**config.mk**
```make
export PLATFORM = sky130hd
export DESIGN_NAME = udp_challenge_response_auth
export DESIGN_NICKNAME = d
export VERILOG_FILES = /design/src/udp_cra_pkg.sv /design/src/udp_cra_mod_unit.sv /design/src/udp_cra_entry_table.sv /design/src/udp_cra_hash_store.sv /design/src/udp_challenge_response_auth.sv
export VERILOG_INCLUDE_DIRS = /design/src /design/src/src
export SDC_FILE = /design/constraint.sdc
export NUM_CORES = 2
export LEC_CHECK = 0
export BUFFER_PORTS_ARGS = -buffer_cell sky130_fd_sc_hd__buf_2
export CAP_MARGIN = 5
export CORE_ASPECT_RATIO = 1.25
export CORE_UTILIZATION = 35
export DETAILED_ROUTE_END_ITERATION = 16
export PLACE_DENSITY = 0.6
export SLEW_MARGIN = 40
export SYNTH_ARGS = -nofsm -noshare
export SYNTH_HDL_FRONTEND = slang
export SYNTH_SLANG_ARGS = --single-unit
```
**constraint.sdc**
```tcl
create_clock -name clock -period 48.5 [get_ports clock]
set_clock_uncertainty 0.05 [all_clocks]
set_input_delay 9.7 -clock clock [delete_from_list [all_inputs] [get_ports clock]]
set_output_delay 9.7 -clock clock [all_outputs]
set_load 0.03 [all_outputs]
```
**src/udp_challenge_response_auth_macros.svh**
```systemverilog
// Assertion macros for the challenge/response authentication block.
`ifndef UDP_CHALLENGE_RESPONSE_AUTH_MACROS_SVH
`define UDP_CHALLENGE_RESPONSE_AUTH_MACROS_SVH

`ifndef SYNTHESIS
// Consequent must hold in the same cycle as the antecedent.
`define UCRA_ASSERT_SAME(label, clk, rst, ante, cons) \
   label: assert property (@(posedge clk) disable iff (rst) (ante) |-> (cons)) \
      else $error("udp_challenge_response_auth: assertion failure");
// Consequent must hold in the cycle after the antecedent.
`define UCRA_ASSERT_NEXT(label, clk, rst, ante, cons) \
   label: assert property (@(posedge clk) disable iff (rst) (ante) |=> (cons)) \
      else $error("udp_challenge_response_auth: assertion failure");
`else
`define UCRA_ASSERT_SAME(label, clk, rst, ante, cons)
`define UCRA_ASSERT_NEXT(label, clk, rst, ante, cons)
`endif

`endif

```
**src/udp_cra_pkg.sv**
```systemverilog
// Shared types, constants and helpers of the challenge/response authentication block.
package udp_cra_pkg;

   localparam int NUM_DEVICES_DEFAULT = 16;

   localparam int LOAD_IDX_W = 4;
   localparam int LOAD_SLOTS = 2 ** LOAD_IDX_W;
   localparam int WORD_W     = 32;
   localparam int DWORD_W    = 64;
   localparam int HASH_W     = 8;
   localparam int KIND_W     = 8;
   localparam int LEN_W      = 16;
   localparam int ETH_W      = 16;
   localparam int PROTO_W    = 8;
   localparam int VERDICT_W  = 2;

   localparam int MOD_DIGIT_W = 8;
   localparam int MOD_STEPS   = WORD_W / MOD_DIGIT_W;
   localparam int MOD_CNT_W   = $clog2(MOD_STEPS);

   localparam int REQ_DATA_W = 344;
   localparam int RSP_DATA_W = 136;

   localparam logic REQ_LOAD   = 1'b0;
   localparam logic REQ_PACKET = 1'b1;

   localparam logic [KIND_W-1:0] MSG_CHAL_REQ  = 8'h00;
   localparam logic [KIND_W-1:0] MSG_CHALLENGE = 8'h01;
   localparam logic [KIND_W-1:0] MSG_RESPONSE  = 8'h02;
   localparam logic [KIND_W-1:0] MSG_ACK       = 8'h03;

   localparam logic [ETH_W-1:0]   ETHERTYPE_IPV4 = 16'h0800;
   localparam logic [PROTO_W-1:0] IP_PROTO_UDP   = 8'h11;
   localparam logic [LEN_W-1:0]   LEN_MIN_ETH    = 16'd14;
   localparam logic [LEN_W-1:0]   LEN_MIN_IP     = 16'd34;
   localparam logic [LEN_W-1:0]   LEN_MIN_AUTH   = 16'd82;

   typedef enum logic [VERDICT_W-1:0] {
      VERDICT_PASS  = 2'd0,
      VERDICT_DROP  = 2'd1,
      VERDICT_TX    = 2'd2,
      VERDICT_ABORT = 2'd3
   } verdict_type;

   typedef enum logic [2:0] {
      ST_CLEAR,
      ST_IDLE,
      ST_MOD,
      ST_READ,
      ST_SUM,
      ST_FOLD
   } state_type;

   typedef struct packed {
      logic [DWORD_W-1:0] challenges;
      logic [DWORD_W-1:0] response_a;
      logic [DWORD_W-1:0] response_b;
   } entry_type;

   typedef struct packed {
      logic                  en;
      logic [LOAD_IDX_W-1:0] index;
      entry_type             data;
   } tbl_wr_type;

   typedef struct packed {
      logic              rd_en;
      logic              wr_en;
      logic [HASH_W-1:0] wr_data;
   } hash_cmd_type;

   // Last field (frame_length) in the lowest bits.
   typedef struct packed {
      logic [3:0]            pad;
      logic [DWORD_W-1:0]    load_response_b;
      logic [DWORD_W-1:0]    load_response_a;
      logic [DWORD_W-1:0]    load_challenges;
      logic [LOAD_IDX_W-1:0] load_index;
      logic [WORD_W-1:0]     random_word;
      logic [WORD_W-1:0]     reply_hash;
      logic [WORD_W-1:0]     device_ident;
      logic [KIND_W-1:0]     message_kind;
      logic [PROTO_W-1:0]    ip_proto;
      logic [ETH_W-1:0]      ether_kind;
      logic [LEN_W-1:0]      frame_length;
   } req_data_type;

   typedef struct packed {
      logic [WORD_W-1:0] out_ident;
      logic [WORD_W-1:0] out_random;
      logic [WORD_W-1:0] out_challenge_b;
      logic [WORD_W-1:0] out_challenge_a;
      logic [KIND_W-1:0] out_message_kind;
   } rsp_data_type;

   typedef struct packed {
      logic [WORD_W-1:0]  random_word;
      logic [WORD_W-1:0]  reply_hash;
      logic [WORD_W-1:0]  device_ident;
      logic [KIND_W-1:0]  message_kind;
      logic [PROTO_W-1:0] ip_proto;
      logic [ETH_W-1:0]   ether_kind;
      logic [LEN_W-1:0]   frame_length;
   } pkt_type;

   function automatic int addr_width(input int depth);
      return (depth > 1) ? $clog2(depth) : 1;
   endfunction

endpackage

```
**src/udp_cra_mod_unit.sv**
```systemverilog
// Remainder of a 32-bit word by the device count: residue folding, then a reciprocal multiply.
module udp_cra_mod_unit #(
   parameter int NUM_DEVICES = udp_cra_pkg::NUM_DEVICES_DEFAULT,
   localparam int DEV_AW = udp_cra_pkg::addr_width(NUM_DEVICES)
) (
   input  logic                            clock,
   input  logic                            reset,
   input  logic                            start,
   input  logic [udp_cra_pkg::WORD_W-1:0]  dividend,
   output logic                            busy,
   output logic                            done,
   output logic [DEV_AW-1:0]               remainder
);
   import udp_cra_pkg::*;

   localparam int ACC_W    = 20;
   localparam int FOLD_W   = 17;
   localparam int RECIP_SH = 27;
   localparam int PROD_W   = FOLD_W + RECIP_SH;

   localparam logic [ACC_W-1:0]  RES_8   = ACC_W'((2 ** 8) % NUM_DEVICES);
   localparam logic [ACC_W-1:0]  RES_16  = ACC_W'((2 ** 16) % NUM_DEVICES);
   localparam logic [ACC_W-1:0]  RES_24  = ACC_W'((2 ** 24) % NUM_DEVICES);
   localparam logic [PROD_W-1:0] RECIP   =
      PROD_W'(((2 ** RECIP_SH) + NUM_DEVICES - 1) / NUM_DEVICES);
   localparam logic [FOLD_W-1:0] DIVISOR = FOLD_W'(NUM_DEVICES);

   localparam logic [MOD_CNT_W-1:0] STEP_FOLD_HI = MOD_CNT_W'(0);
   localparam logic [MOD_CNT_W-1:0] STEP_FOLD_LO = MOD_CNT_W'(1);
   localparam logic [MOD_CNT_W-1:0] STEP_QUOT    = MOD_CNT_W'(2);
   localparam logic [MOD_CNT_W-1:0] STEP_REM     = MOD_CNT_W'(3);
   localparam logic [MOD_CNT_W-1:0] CNT_LAST     = MOD_CNT_W'(MOD_STEPS - 1);

   logic [WORD_W-1:0]    word_ff;
   logic [ACC_W-1:0]     acc_ff;
   logic [FOLD_W-1:0]    quot_ff;
   logic [DEV_AW-1:0]    rem_ff;
   logic [ACC_W-1:0]     fold_hi;
   logic [FOLD_W-1:0]    fold_lo;
   logic [PROD_W-1:0]    prod;
   logic [FOLD_W-1:0]    diff;
   logic [MOD_CNT_W-1:0] cnt_ff;
   logic                 busy_ff;
   logic                 done_ff;

   // byte residues summed, then the top bits folded once more: below 2**17
   assign fold_hi = ACC_W'(word_ff[31:24]) * RES_24 + ACC_W'(word_ff[23:16]) * RES_16
                  + ACC_W'(word_ff[15:8]) * RES_8 + ACC_W'(word_ff[7:0]);
   assign fold_lo = FOLD_W'(acc_ff[ACC_W-1:16]) * FOLD_W'(RES_16) + FOLD_W'(acc_ff[15:0]);
   // quotient exact for values below 2**17 and up to 1024 devices
   assign prod    = PROD_W'(acc_ff[FOLD_W-1:0]) * RECIP;
   assign diff    = acc_ff[FOLD_W-1:0] - quot_ff * DIVISOR;

   always_ff @(posedge clock) begin
      if (reset) begin
         busy_ff <= 1'b0;
         done_ff <= 1'b0;
         cnt_ff  <= '0;
      end else if (start) begin
         busy_ff <= 1'b1;
         done_ff <= 1'b0;
         cnt_ff  <= '0;
      end else if (busy_ff) begin
         cnt_ff <= cnt_ff + MOD_CNT_W'(1);
         if (cnt_ff == CNT_LAST) begin
            busy_ff <= 1'b0;
            done_ff <= 1'b1;
         end
      end
   end

   always_ff @(posedge clock) begin
      if (start) begin
         word_ff <= dividend;
      end else if (busy_ff) begin
         unique case (cnt_ff)
            STEP_FOLD_HI: acc_ff  <= fold_hi;
            STEP_FOLD_LO: acc_ff  <= ACC_W'(fold_lo);
            STEP_QUOT:    quot_ff <= prod[PROD_W-1:RECIP_SH];
            STEP_REM:     rem_ff  <= diff[DEV_AW-1:0];
         endcase
      end
   end

   assign busy      = busy_ff;
   assign done      = done_ff;
   assign remainder = rem_ff;

endmodule

```
**src/udp_cra_entry_table.sv**
```systemverilog
// Challenge/response entry table: synchronous memory with one write and one read port and per-entry valid bits.
module udp_cra_entry_table #(
   parameter int NUM_DEVICES = udp_cra_pkg::NUM_DEVICES_DEFAULT,
   localparam int DEV_AW = udp_cra_pkg::addr_width(NUM_DEVICES)
) (
   input  logic                    clock,
   input  logic                    reset,
   input  udp_cra_pkg::tbl_wr_type wr,
   input  logic                    rd_en,
   input  logic [DEV_AW-1:0]       rd_entry,
   output udp_cra_pkg::entry_type  rd_data
);
   import udp_cra_pkg::*;

   localparam int TBL_DEPTH = (NUM_DEVICES < LOAD_SLOTS) ? NUM_DEVICES : LOAD_SLOTS;
   localparam int TBL_AW    = addr_width(TBL_DEPTH);

   entry_type            mem [TBL_DEPTH];
   logic [TBL_DEPTH-1:0] valid_ff;
   entry_type            rd_data_ff;
   logic                 rd_ok_ff;
   logic                 wr_hit;
   logic [TBL_AW-1:0]    wr_addr;
   logic                 rd_hit;
   logic [TBL_AW-1:0]    rd_addr;

   assign wr_hit  = wr.en && (32'(wr.index) < 32'(TBL_DEPTH));
   assign wr_addr = wr.index[TBL_AW-1:0];
   assign rd_hit  = 32'(rd_entry) < 32'(TBL_DEPTH);
   assign rd_addr = rd_entry[TBL_AW-1:0];

   always_ff @(posedge clock) begin
      if (reset) begin
         valid_ff <= '0;
      end else if (wr_hit) begin
         valid_ff[wr_addr] <= 1'b1;
      end
   end

   always_ff @(posedge clock) begin
      if (reset) begin
         rd_ok_ff <= 1'b0;
      end else if (rd_en) begin
         rd_ok_ff <= rd_hit && valid_ff[rd_addr];
      end
   end

   always_ff @(posedge clock) begin
      if (wr_hit) begin
         mem[wr_addr] <= wr.data;
      end
      if (rd_en && rd_hit) begin
         rd_data_ff <= mem[rd_addr];
      end
   end

   // unloaded or out-of-table entries read as zero
   assign rd_data = rd_ok_ff ? rd_data_ff : '0;

endmodule

```
**src/udp_cra_hash_store.sv**
```systemverilog
// Per-device issued hash store with a clearing sweep after reset.
module udp_cra_hash_store #(
   parameter int NUM_DEVICES = udp_cra_pkg::NUM_DEVICES_DEFAULT,
   localparam int DEV_AW = udp_cra_pkg::addr_width(NUM_DEVICES)
) (
   input  logic                              clock,
   input  logic                              reset,
   input  udp_cra_pkg::hash_cmd_type         cmd,
   input  logic [DEV_AW-1:0]                 addr,
   output logic [udp_cra_pkg::HASH_W-1:0]    rd_data,
   output logic                              clear_done
);
   import udp_cra_pkg::*;

   localparam logic [DEV_AW-1:0] ADDR_LAST = DEV_AW'(NUM_DEVICES - 1);

   logic [HASH_W-1:0] mem [NUM_DEVICES];
   logic [HASH_W-1:0] rd_data_ff;
   logic              clr_busy_ff;
   logic [DEV_AW-1:0] clr_addr_ff;

   always_ff @(posedge clock) begin
      if (reset) begin
         clr_busy_ff <= 1'b1;
         clr_addr_ff <= '0;
      end else if (clr_busy_ff) begin
         if (clr_addr_ff == ADDR_LAST) begin
            clr_busy_ff <= 1'b0;
         end else begin
            clr_addr_ff <= clr_addr_ff + DEV_AW'(1);
         end
      end
   end

   always_ff @(posedge clock) begin
      if (clr_busy_ff) begin
         mem[clr_addr_ff] <= '0;
      end else if (cmd.wr_en) begin
         mem[addr] <= cmd.wr_data;
      end
      if (cmd.rd_en) begin
         rd_data_ff <= mem[addr];
      end
   end

   assign rd_data    = rd_data_ff;
   assign clear_done = !clr_busy_ff;

endmodule

```
**src/udp_challenge_response_auth.sv**
```systemverilog
// Top level of the UDP challenge/response authentication filter.
// Input beats on req_*: tuser selects a table load (0) or a packet descriptor (1).
// A load beat writes one entry of the challenge table in the accepting cycle and
// produces no result; the next beat may follow in the following cycle.
// A packet beat produces exactly one result beat on rsp_*: tuser carries the
// verdict, tdata the reply fields. The entry index random mod NUM_DEVICES is
// formed by a remainder unit and handed over, after which the table and hash
// memories are read, the hash sum is registered and then folded into the result
// register. The next beat is taken once the result is in the result register, so
// the block takes no new beat while a packet is in progress.
// The result register holds its beat while rsp_tready is low; the block may
// accept loads and one further packet meanwhile and then waits in its last step.
// After reset the hash store is swept to zero; req_tready stays low until the
// sweep is done.
`include "udp_challenge_response_auth_macros.svh"

module udp_challenge_response_auth #(
   parameter int NUM_DEVICES = udp_cra_pkg::NUM_DEVICES_DEFAULT
) (
   input  logic                                 clock,
   input  logic                                 reset,
   input  logic                                 req_tvalid,
   output logic                                 req_tready,
   // frame_length, ether_kind, ip_proto, message_kind, device_ident, reply_hash,
   // random_word, load_index, load_challenges, load_response_a, load_response_b
   input  logic [udp_cra_pkg::REQ_DATA_W-1:0]   req_tdata,
   // req_type
   input  logic                                 req_tuser,
   output logic                                 rsp_tvalid,
   input  logic                                 rsp_tready,
   // out_message_kind, out_challenge_a, out_challenge_b, out_random, out_ident
   output logic [udp_cra_pkg::RSP_DATA_W-1:0]   rsp_tdata,
   // verdict
   output logic [udp_cra_pkg::VERDICT_W-1:0]    rsp_tuser
);
   import udp_cra_pkg::*;

   localparam int DEV_AW = addr_width(NUM_DEVICES);

   state_type         state_ff;
   state_type         state_in;
   req_data_type      req_data;
   pkt_type           item_ff;
   logic              req_accept;
   logic              mod_start;
   logic              mod_busy;
   logic              mod_done;
   logic [DEV_AW-1:0] mod_rem;
   tbl_wr_type        tbl_wr;
   logic              tbl_rd;
   entry_type         entry;
   hash_cmd_type      hash_cmd;
   logic [HASH_W-1:0] hash_rd;
   logic              clear_done;
   logic [WORD_W-1:0] dev;
   logic              dev_ok;
   logic              sum_en;
   logic [DWORD_W-1:0] sum_ff;
   logic [WORD_W-1:0] fold_a;
   logic [LEN_W-1:0]  fold_b;
   logic [HASH_W-1:0] hash_val;
   logic              out_free;
   logic              emit;
   logic              hash_wr;
   verdict_type       verdict_in;
   rsp_data_type      rsp_in;
   logic              rsp_valid_ff;
   rsp_data_type      rsp_data_ff;
   verdict_type       rsp_user_ff;

   assign req_data   = req_data_type'(req_tdata);
   assign req_accept = req_tvalid && req_tready;
   assign dev        = item_ff.device_ident - WORD_W'(1);
   assign dev_ok     = dev < WORD_W'(NUM_DEVICES);
   assign out_free   = !rsp_valid_ff || rsp_tready;

   // next state
   always_comb begin
      state_in = state_ff;
      unique case (state_ff)
         ST_CLEAR: if (clear_done) state_in = ST_IDLE;
         ST_IDLE:  if (req_accept && req_tuser == REQ_PACKET) state_in = ST_MOD;
         ST_MOD:   if (mod_done) state_in = ST_READ;
         ST_READ:  state_in = ST_SUM;
         ST_SUM:   state_in = ST_FOLD;
         ST_FOLD:  if (out_free) state_in = ST_IDLE;
         default:  state_in = ST_CLEAR;
      endcase
   end

   // control outputs
   always_comb begin
      req_tready = (state_ff == ST_IDLE);
      mod_start  = req_accept && (req_tuser == REQ_PACKET);
      tbl_rd     = (state_ff == ST_READ);
      sum_en     = (state_ff == ST_SUM);
      emit       = (state_ff == ST_FOLD) && out_free;
   end

   always_ff @(posedge clock) begin
      if (reset) begin
         state_ff <= ST_CLEAR;
      end else begin
         state_ff <= state_in;
      end
   end

   always_ff @(posedge clock) begin
      if (mod_start) begin
         item_ff.frame_length <= req_data.frame_length;
         item_ff.ether_kind   <= req_data.ether_kind;
         item_ff.ip_proto     <= req_data.ip_proto;
         item_ff.message_kind <= req_data.message_kind;
         item_ff.device_ident <= req_data.device_ident;
         item_ff.reply_hash   <= req_data.reply_hash;
         item_ff.random_word  <= req_data.random_word;
      end
   end

   assign tbl_wr.en                  = req_accept && (req_tuser == REQ_LOAD);
   assign tbl_wr.index               = req_data.load_index;
   assign tbl_wr.data.challenges     = req_data.load_challenges;
   assign tbl_wr.data.response_a     = req_data.load_response_a;
   assign tbl_wr.data.response_b     = req_data.load_response_b;

   udp_cra_mod_unit #(
      .NUM_DEVICES(NUM_DEVICES)
   ) u_mod (
      .clock    (clock),
      .reset    (reset),
      .start    (mod_start),
      .dividend (req_data.random_word),
      .busy     (mod_busy),
      .done     (mod_done),
      .remainder(mod_rem)
   );

   udp_cra_entry_table #(
      .NUM_DEVICES(NUM_DEVICES)
   ) u_table (
      .clock   (clock),
      .reset   (reset),
      .wr      (tbl_wr),
      .rd_en   (tbl_rd),
      .rd_entry(mod_rem),
      .rd_data (entry)
   );

   assign hash_cmd.rd_en   = tbl_rd && dev_ok;
   assign hash_cmd.wr_en   = emit && hash_wr;
   assign hash_cmd.wr_data = hash_val;

   udp_cra_hash_store #(
      .NUM_DEVICES(NUM_DEVICES)
   ) u_hash (
      .clock     (clock),
      .reset     (reset),
      .cmd       (hash_cmd),
      .addr      (dev[DEV_AW-1:0]),
      .rd_data   (hash_rd),
      .clear_done(clear_done)
   );

   always_ff @(posedge clock) begin
      if (sum_en) begin
         sum_ff <= entry.response_a + entry.response_b + DWORD_W'(item_ff.random_word);
      end
   end

   // folding by halves down to one byte, carries dropped
   assign fold_a   = sum_ff[WORD_W-1:0] + sum_ff[DWORD_W-1:WORD_W];
   assign fold_b   = fold_a[15:0] + fold_a[31:16];
   assign hash_val = fold_b[7:0] + fold_b[15:8];

   always_comb begin
      rsp_in                  = '0;
      rsp_in.out_message_kind = item_ff.message_kind;
      verdict_in              = VERDICT_PASS;
      hash_wr                 = 1'b0;
      priority if (item_ff.frame_length < LEN_MIN_ETH) begin
         verdict_in = VERDICT_DROP;
      end else if (item_ff.ether_kind != ETHERTYPE_IPV4) begin
         verdict_in = VERDICT_PASS;
      end else if (item_ff.frame_length < LEN_MIN_IP) begin
         verdict_in = VERDICT_DROP;
      end else if (item_ff.ip_proto != IP_PROTO_UDP) begin
         verdict_in = VERDICT_PASS;
      end else if (item_ff.frame_length < LEN_MIN_AUTH) begin
         verdict_in = VERDICT_DROP;
      end else if (item_ff.message_kind == MSG_CHAL_REQ) begin
         verdict_in              = VERDICT_TX;
         rsp_in.out_message_kind = MSG_CHALLENGE;
         rsp_in.out_challenge_a  = entry.challenges[DWORD_W-1:WORD_W];
         rsp_in.out_challenge_b  = entry.challenges[WORD_W-1:0];
         rsp_in.out_random       = item_ff.random_word
                                   ^ (entry.response_a[WORD_W-1:0]
                                      | entry.response_b[WORD_W-1:0]);
         rsp_in.out_ident        = item_ff.device_ident;
         hash_wr                 = dev_ok;
      end else if (item_ff.message_kind == MSG_RESPONSE) begin
         if (!dev_ok) begin
            verdict_in = VERDICT_ABORT;
         end else if (item_ff.reply_hash == WORD_W'(hash_rd)) begin
            verdict_in              = VERDICT_TX;
            rsp_in.out_message_kind = MSG_ACK;
            rsp_in.out_ident        = item_ff.device_ident;
         end else begin
            verdict_in = VERDICT_PASS;
         end
      end else begin
         verdict_in = VERDICT_PASS;
      end
   end

   always_ff @(posedge clock) begin
      if (reset) begin
         rsp_valid_ff <= 1'b0;
      end else if (emit) begin
         rsp_valid_ff <= 1'b1;
      end else if (rsp_tready) begin
         rsp_valid_ff <= 1'b0;
      end
   end

   always_ff @(posedge clock) begin
      if (emit) begin
         rsp_data_ff <= rsp_in;
         rsp_user_ff <= verdict_in;
      end
   end

   assign rsp_tvalid = rsp_valid_ff;
   assign rsp_tdata  = rsp_data_ff;
   assign rsp_tuser  = rsp_user_ff;

   `UCRA_ASSERT_SAME(a_mod_busy_in_mod, clock, reset, mod_busy, state_ff == ST_MOD)
   `UCRA_ASSERT_SAME(a_ready_after_clear, clock, reset, req_tready, clear_done)
   `UCRA_ASSERT_NEXT(a_fold_emits, clock, reset, emit, rsp_tvalid && state_ff == ST_IDLE)

endmodule
```
# == Word level (Yosys, flattened, before mapping) ==
# Memories as Yosys holds them, arrays and structs flattened. A register that Yosys moved wholly into a read port is not among the register bits.
# Cells that the tools add are included.
# word_totals
elab_cells,147
ram_bits,3200
mem_count,2
ff_bits,384
out_inout_bits,140
# op_classes
n_addsub,9
bitwise,9
n_reduce_logical,23
n_eq_ne,16
mux,55
magnitude_cmp,7
# memory_table
memory,depth,word_bits,rd,rd_ports_with_merged_regs,wr,line,text
u_table.mem,16,192,1,1,1,udp_cra_entry_table.sv:18,entry_type mem [TBL_DEPTH];
u_hash.mem,16,8,1,1,1,udp_cra_hash_store.sv:17,logic [HASH_W-1:0] mem [NUM_DEVICES];
# ops
operator,n
$mux W192,1
$mux W32,4
$mux W8,10
$add A64 B32 Y64,1
$add A64 B64 Y64,1
$add A32 B32 Y32,1
$eq A32 B8 Y1,1
$lt A32 B5 Y1 const B,1
$or A32 B32 Y32,1
$sub A32 B1 Y32 const B,1
$xor A32 B32 Y32,1
$mux W1,27
$pmux W3 S6,1
$add A16 B16 Y16,1
$lt A16 B4 Y1 const B,1
$lt A16 B6 Y1 const B,1
$lt A16 B7 Y1 const B,1
$ne A16 B12 Y1 const B,1
$or A16 B16 Y16,1
$mux W3,4
$lt A4 B5 Y1 const B,2
$add A8 B8 Y8,1
$eq A8 B2 Y1 const B,1
$logic_not A8 Y1,1
other kinds (33),53

# == Logic depth before layout (Yosys ltp) ==
# depth
ltp_word,14
ltp_mapped,32
ltp_nobuf,32

# == By module ==
# Synthesis repeated with hierarchy kept, for this count alone.
# unflattened
cells_unflattened,6862
hier_area_um2,148872.8
# modules_own_cells
module,seq_area_each_um2,instances,cells_each,area_each_um2
udp_cra_entry_table,98354.3,1,4910,122998.0
udp_challenge_response_auth,10440.0,1,1622,19653.8
udp_cra_hash_store,4184.0,1,299,5669.2
udp_cra_mod_unit,440.4,1,31,551.8

# == Worst setup path before layout ==
# Ideal clock, no wire load.
# synth_path
path_kind,input-to-reg
from,input port req_tdata[147] (netlist bit)
to,memory u_table.mem[0][0] (netlist bit) (enable)
setup_slack_ns,23.383
stages,2
setup_ns,1.021
n_path_buf,0
t_arrival_ns,24.045
path_cell_list,nor4_1 nor3b_1
# synth_rtl
element,line,text
start: declaration,udp_challenge_response_auth.sv:26,"input logic [udp_cra_pkg::REQ_DATA_W-1:0] req_tdata,"
end: declaration,udp_cra_entry_table.sv:18,
# Straight into the memory's write port.

# == Final worst setup path ==
# layout_path
from,input port req_tvalid
to,memory u_table.mem[11][146] (netlist bit) (enable)
# layout_via
elab_chain_len,4
# layout_rtl
element,line,text
start: declaration,udp_challenge_response_auth.sv:22,"input logic req_tvalid,"
$logic_and A1 B1 Y1,udp_challenge_response_auth.sv:72,assign req_accept = req_tvalid && req_tready;
$logic_and A1 B1 Y1,udp_challenge_response_auth.sv:120,assign tbl_wr.en = req_accept && (req_tuser == REQ_LOAD);
$mux W1,udp_cra_entry_table.sv:49,if (wr_hit) begin
$mux W1 (not written as such),udp_cra_entry_table.sv:50,mem[wr_addr] <= wr.data;
# No other way between the ends.

==> run_results.csv <==
group,metric,value,unit
placement,dpl_cell_area,159000,um^2
power_and_ir_drop,peakVddDrop,31.6,uV
route,via_count,71200,
setup_path,max_stage_delay,0.73,ns
die,die-area,427000,um^2
route,routed_via_density,5.28,
logic_synthesis,synth_top_area_cell,"edfxtp_1",
logic_synthesis,synth.distinct_cells,81,
timing,maxSlewViolCount,0,
route,route.detailed.drc,0,
logic_synthesis,ys_async_sr_fraction,0,
run_status,status,"finished clean",
power_and_ir_drop,power_density,38.1,nW/um^2
logic_synthesis,syn_inst,6764,
power_and_ir_drop,leakagePower,54.6,nW
route,ant_nets,0,
placement,placed_cells,12700,
cts,cts-root-buf,"clkbuf_16",
die,rows,267,
setup_path,cp_top_family,"buffers and inverters",
cts,cts_resized,0,
global_route,grtUsageTotal,0.176,
timing,max_freq,0.0775,GHz
cts,cts_tree,"built",
setup_path,cp-start-kind,"input pin",
die,die_x,584,um
setup_path,critPathMaxFanout,34,
cts,ctsLongestPathBuffers,4,
logic_synthesis,syn_area_per_cell,21.9,um^2
global_route,grt_max_degree,121,
setup_path,critPathKind,"input pin to register",
cts,clkLatencyLatePin,1.01,ns
die,die_y,730,um
timing,min_period,12.90,ns
timing,hold_violations,0,
setup_path,cp.required,49.02,ns
setup_path,worst-endpoint-arrival,13.42,ns
logic_synthesis,synth-seq-area-share,0.763,
logic_synthesis,synth-seq-cells,3783,
cells_and_area,drive_gt1_frac,0.287,
setup_path,cpMostUsedCell,"buf_4",
timing,min_period_over_period,0.266,
placement,globalplace.congestion,0.894,
die,coreArea,423000,um^2
setup_path,end_kind,"register",
cts,cts.sinks,3783,
cells_and_area,fin_nets,8045,
logic_synthesis,synth_edf_count,3753,
setup_path,path_cells,"buf_2 -> nand2_1 -> nor2_1 -> nand3b_1 -> nor2_4 -> buf_4 -> buf_4 -> buf_4 -> buf_4",
hold_path,min_path_type,"register to register",
run,drv_cap,0,
timing,slew_headroom,0.301,
setup_path,r2r_slack,41.01,ns
timing,finalSetupViolCount,0,
global_route,grt_pass1_wl,541,mm
timing,rsz0062_at_grt,"false",
cts,cts_made_buffers,371,
cells_and_area,final_cells,13500,
die,num_io_pins,489,
global_route,gr-total-overflow,0,
logic_synthesis,yosysTopAreaCellShare,0.759,
logic_synthesis,ys_top_cells_by_area,"edfxtp_1 (76%), mux4_2 (15%), ha_1 (1.5%), and2_1 (0.70%), clkbuf_1 (0.55%)",
logic_synthesis,yosysWarnings,0,
route,wl,382,mm
power_and_ir_drop,power,6.53,mW
route,drtIter0Drc,6733,
setup_path,cpMaxStageDelayCell,"buf_4",
logic_synthesis,syn-cell-area,148000,um^2
logic_synthesis,syn_nets,7331,
cells_and_area,area_growth,15.3,%
route,dr.pass1.iters,5,
cts,htreeDepth,5,
route,post_drt_wl_per_cell,28.3,um
cts,clk_pin_slew,0.06,ns
global_route,antenna_found_initial,158,
cts,cts_hold_buf,0,
logic_synthesis,ys.flop_type,"edfxtp_1",
placement,port_buffers,483,
setup_path,crit_buf_inv,5,
cts,post-cts-setup-buffers,0,
timing,fin_setup_tns,0,ns
timing,tightestPinTransition,1.05,ns
die,initial_core_util,0.351,
cells_and_area,final_cell_area,171000,um^2
placement,dpl.hpwl,221,mm
global_route,grt_pass1_vias,73700,
## path summary, 6_finish.rpt
path | depth (start not counted) | endpoint | startpoint
worst min register to register | 0 | u_mod.remainder[2] | u_mod.acc_ff[2]
worst min-delay path | 0 | u_mod.remainder[2] | u_mod.acc_ff[2]
worst max register to register | 31 | u_hash.mem[15][7] | sum_ff[0]
worst max-delay path | 9 | u_table.mem[11][146] | req_tvalid
## metrics by stage
stage               hold WS (ns)  setup WS (ns)   util
floorplan                  0.350          23.38      -
global placement           0.354          34.31  0.374
detailed placement         0.356          34.41  0.375
CTS                        0.367          35.46  0.404
global route               0.378          35.54  0.405
finish                     0.370          35.60  0.405
## cells in the mapped netlist (4+ instances only)
| cell type | number |
|---|---|
| edfxtp_1 | 3753 |
| mux4_2 | 989 |
| clkbuf_1 | 217 |
| ha_1 | 182 |
| and2_1 | 166 |
| nand2_1 | 161 |
| nor2_1 | 161 |
| inv_1 | 147 |
| a21oi_1 | 138 |
| xnor2_1 | 82 |
| xor2_1 | 73 |
| buf_1 | 64 |
| o21ai_0 | 63 |
| a21o_1 | 58 |
| nor2b_1 | 38 |
| fa_1 | 36 |
| a211oi_1 | 34 |
| nor3_1 | 32 |
| dfxtp_1 | 30 |
| nand4_1 | 30 |
| nand3_1 | 29 |
| nand2b_1 | 24 |
| and3_1 | 21 |
| mux2i_1 | 19 |
| nor4_1 | 19 |
| a31oi_1 | 17 |
| o21bai_1 | 15 |
| o21a_1 | 14 |
| o31ai_1 | 12 |
| buf_2 | 11 |
| or3_1 | 11 |
| o211ai_1 | 9 |
| or2_2 | 8 |
| o2111ai_1 | 7 |
| o21ai_1 | 7 |
| nor3b_1 | 5 |
| a211o_1 | 4 |
| and4_1 | 4 |
| o22ai_1 | 4 |
## layout make-up
class / count / area, um^2
inverter: 148 / 578
tap: 5649 / 7070
sequential: 3783 / 113000
multi-input combinational: 2537 / 33600
clock buffer: 442 / 9590
fill: 36800 / 251000
timing repair buffer: 637 / 4300
antenna: 47 / 118
clock inverter: 224 / 2540
## where the power goes
| part | total (mW) | switching [mW] | internal [mW] |
|---|---|---|---|
| registers | 3.59 | 0.000923 | 3.59 |
| logic | 0.0519 | 0.0399 | 0.0120 |
| clock network | 2.89 | 1.25 | 1.63 |
| total | 6.53 | 1.30 | 5.23 |
## cells by family after synthesis
group                    share of synthesized area
adder cells (fa/ha/maj)                     0.0202
XOR/XNOR                                   0.00915
AND/OR/NAND/NOR                             0.0258
AO/OA/AOI/OAI                               0.0186
multiplexers                                 0.151
buffers and inverters                       0.0114
flip-flops                                   0.763
## sequential cells by signal, summed over array words and instances (netlist names), 2 cells and up
register / cells
item_ff: 111
rsp_tdata: 136
rsp_tuser: 2
state_ff: 3
sum_ff: 64
u_hash.clr_addr_ff: 4
u_hash.mem: 128
u_hash.rd_data: 8
u_mod.acc_ff: 4
u_mod.cnt_ff: 2
u_mod.remainder: 4
u_mod.word_ff: 32
u_table.mem: 3072
u_table.rd_data_ff: 192
u_table.valid_ff: 16
## cells in the final DEF, fill, tap and decap left out, types with 15 or more instances in the layout
master | Yosys | routed
edfxtp_1 | 3753 | 3753
mux4_2 | 989 | 989
buf_2 | 11 | 483
clkbuf_16 | 0 | 373
ha_1 | 182 | 181
and2_1 | 166 | 166
nand2_1 | 161 | 161
inv_1 | 147 | 144
nor2_1 | 161 | 142
a21oi_1 | 138 | 137
xnor2_1 | 82 | 82
buf_4 | 0 | 78
xor2_1 | 73 | 73
clkbuf_1 | 217 | 69
clkinv_1 | 1 | 64
clkinv_2 | 0 | 63
o21ai_0 | 63 | 58
a21o_1 | 58 | 58
diode_2 | 0 | 47
bufinv_16 | 0 | 39
buf_6 | 1 | 38
nor2b_1 | 38 | 37
fa_1 | 36 | 36
a211oi_1 | 34 | 34
nand4_1 | 30 | 30
nand3_1 | 29 | 29
nor3_1 | 32 | 29
dfxtp_1 | 30 | 29
nand2b_1 | 24 | 24
buf_12 | 0 | 24
and3_1 | 21 | 20
nor4_1 | 19 | 19
mux2i_1 | 19 | 19
clkinvlp_4 | 0 | 19
a31oi_1 | 17 | 17
o21bai_1 | 15 | 15
## layer usage
metal / vias up / GRT usage / wire length (um)
li1: 29600 / - / -
met1: 38400 / 0.236 / 157000
met2: 2464 / 0.292 / 187000
met5: - / 0 / 394
met4: 66 / 0.0447 / 10300
met3: 686 / 0.0365 / 27400
(Power assumes the default switching activity.)
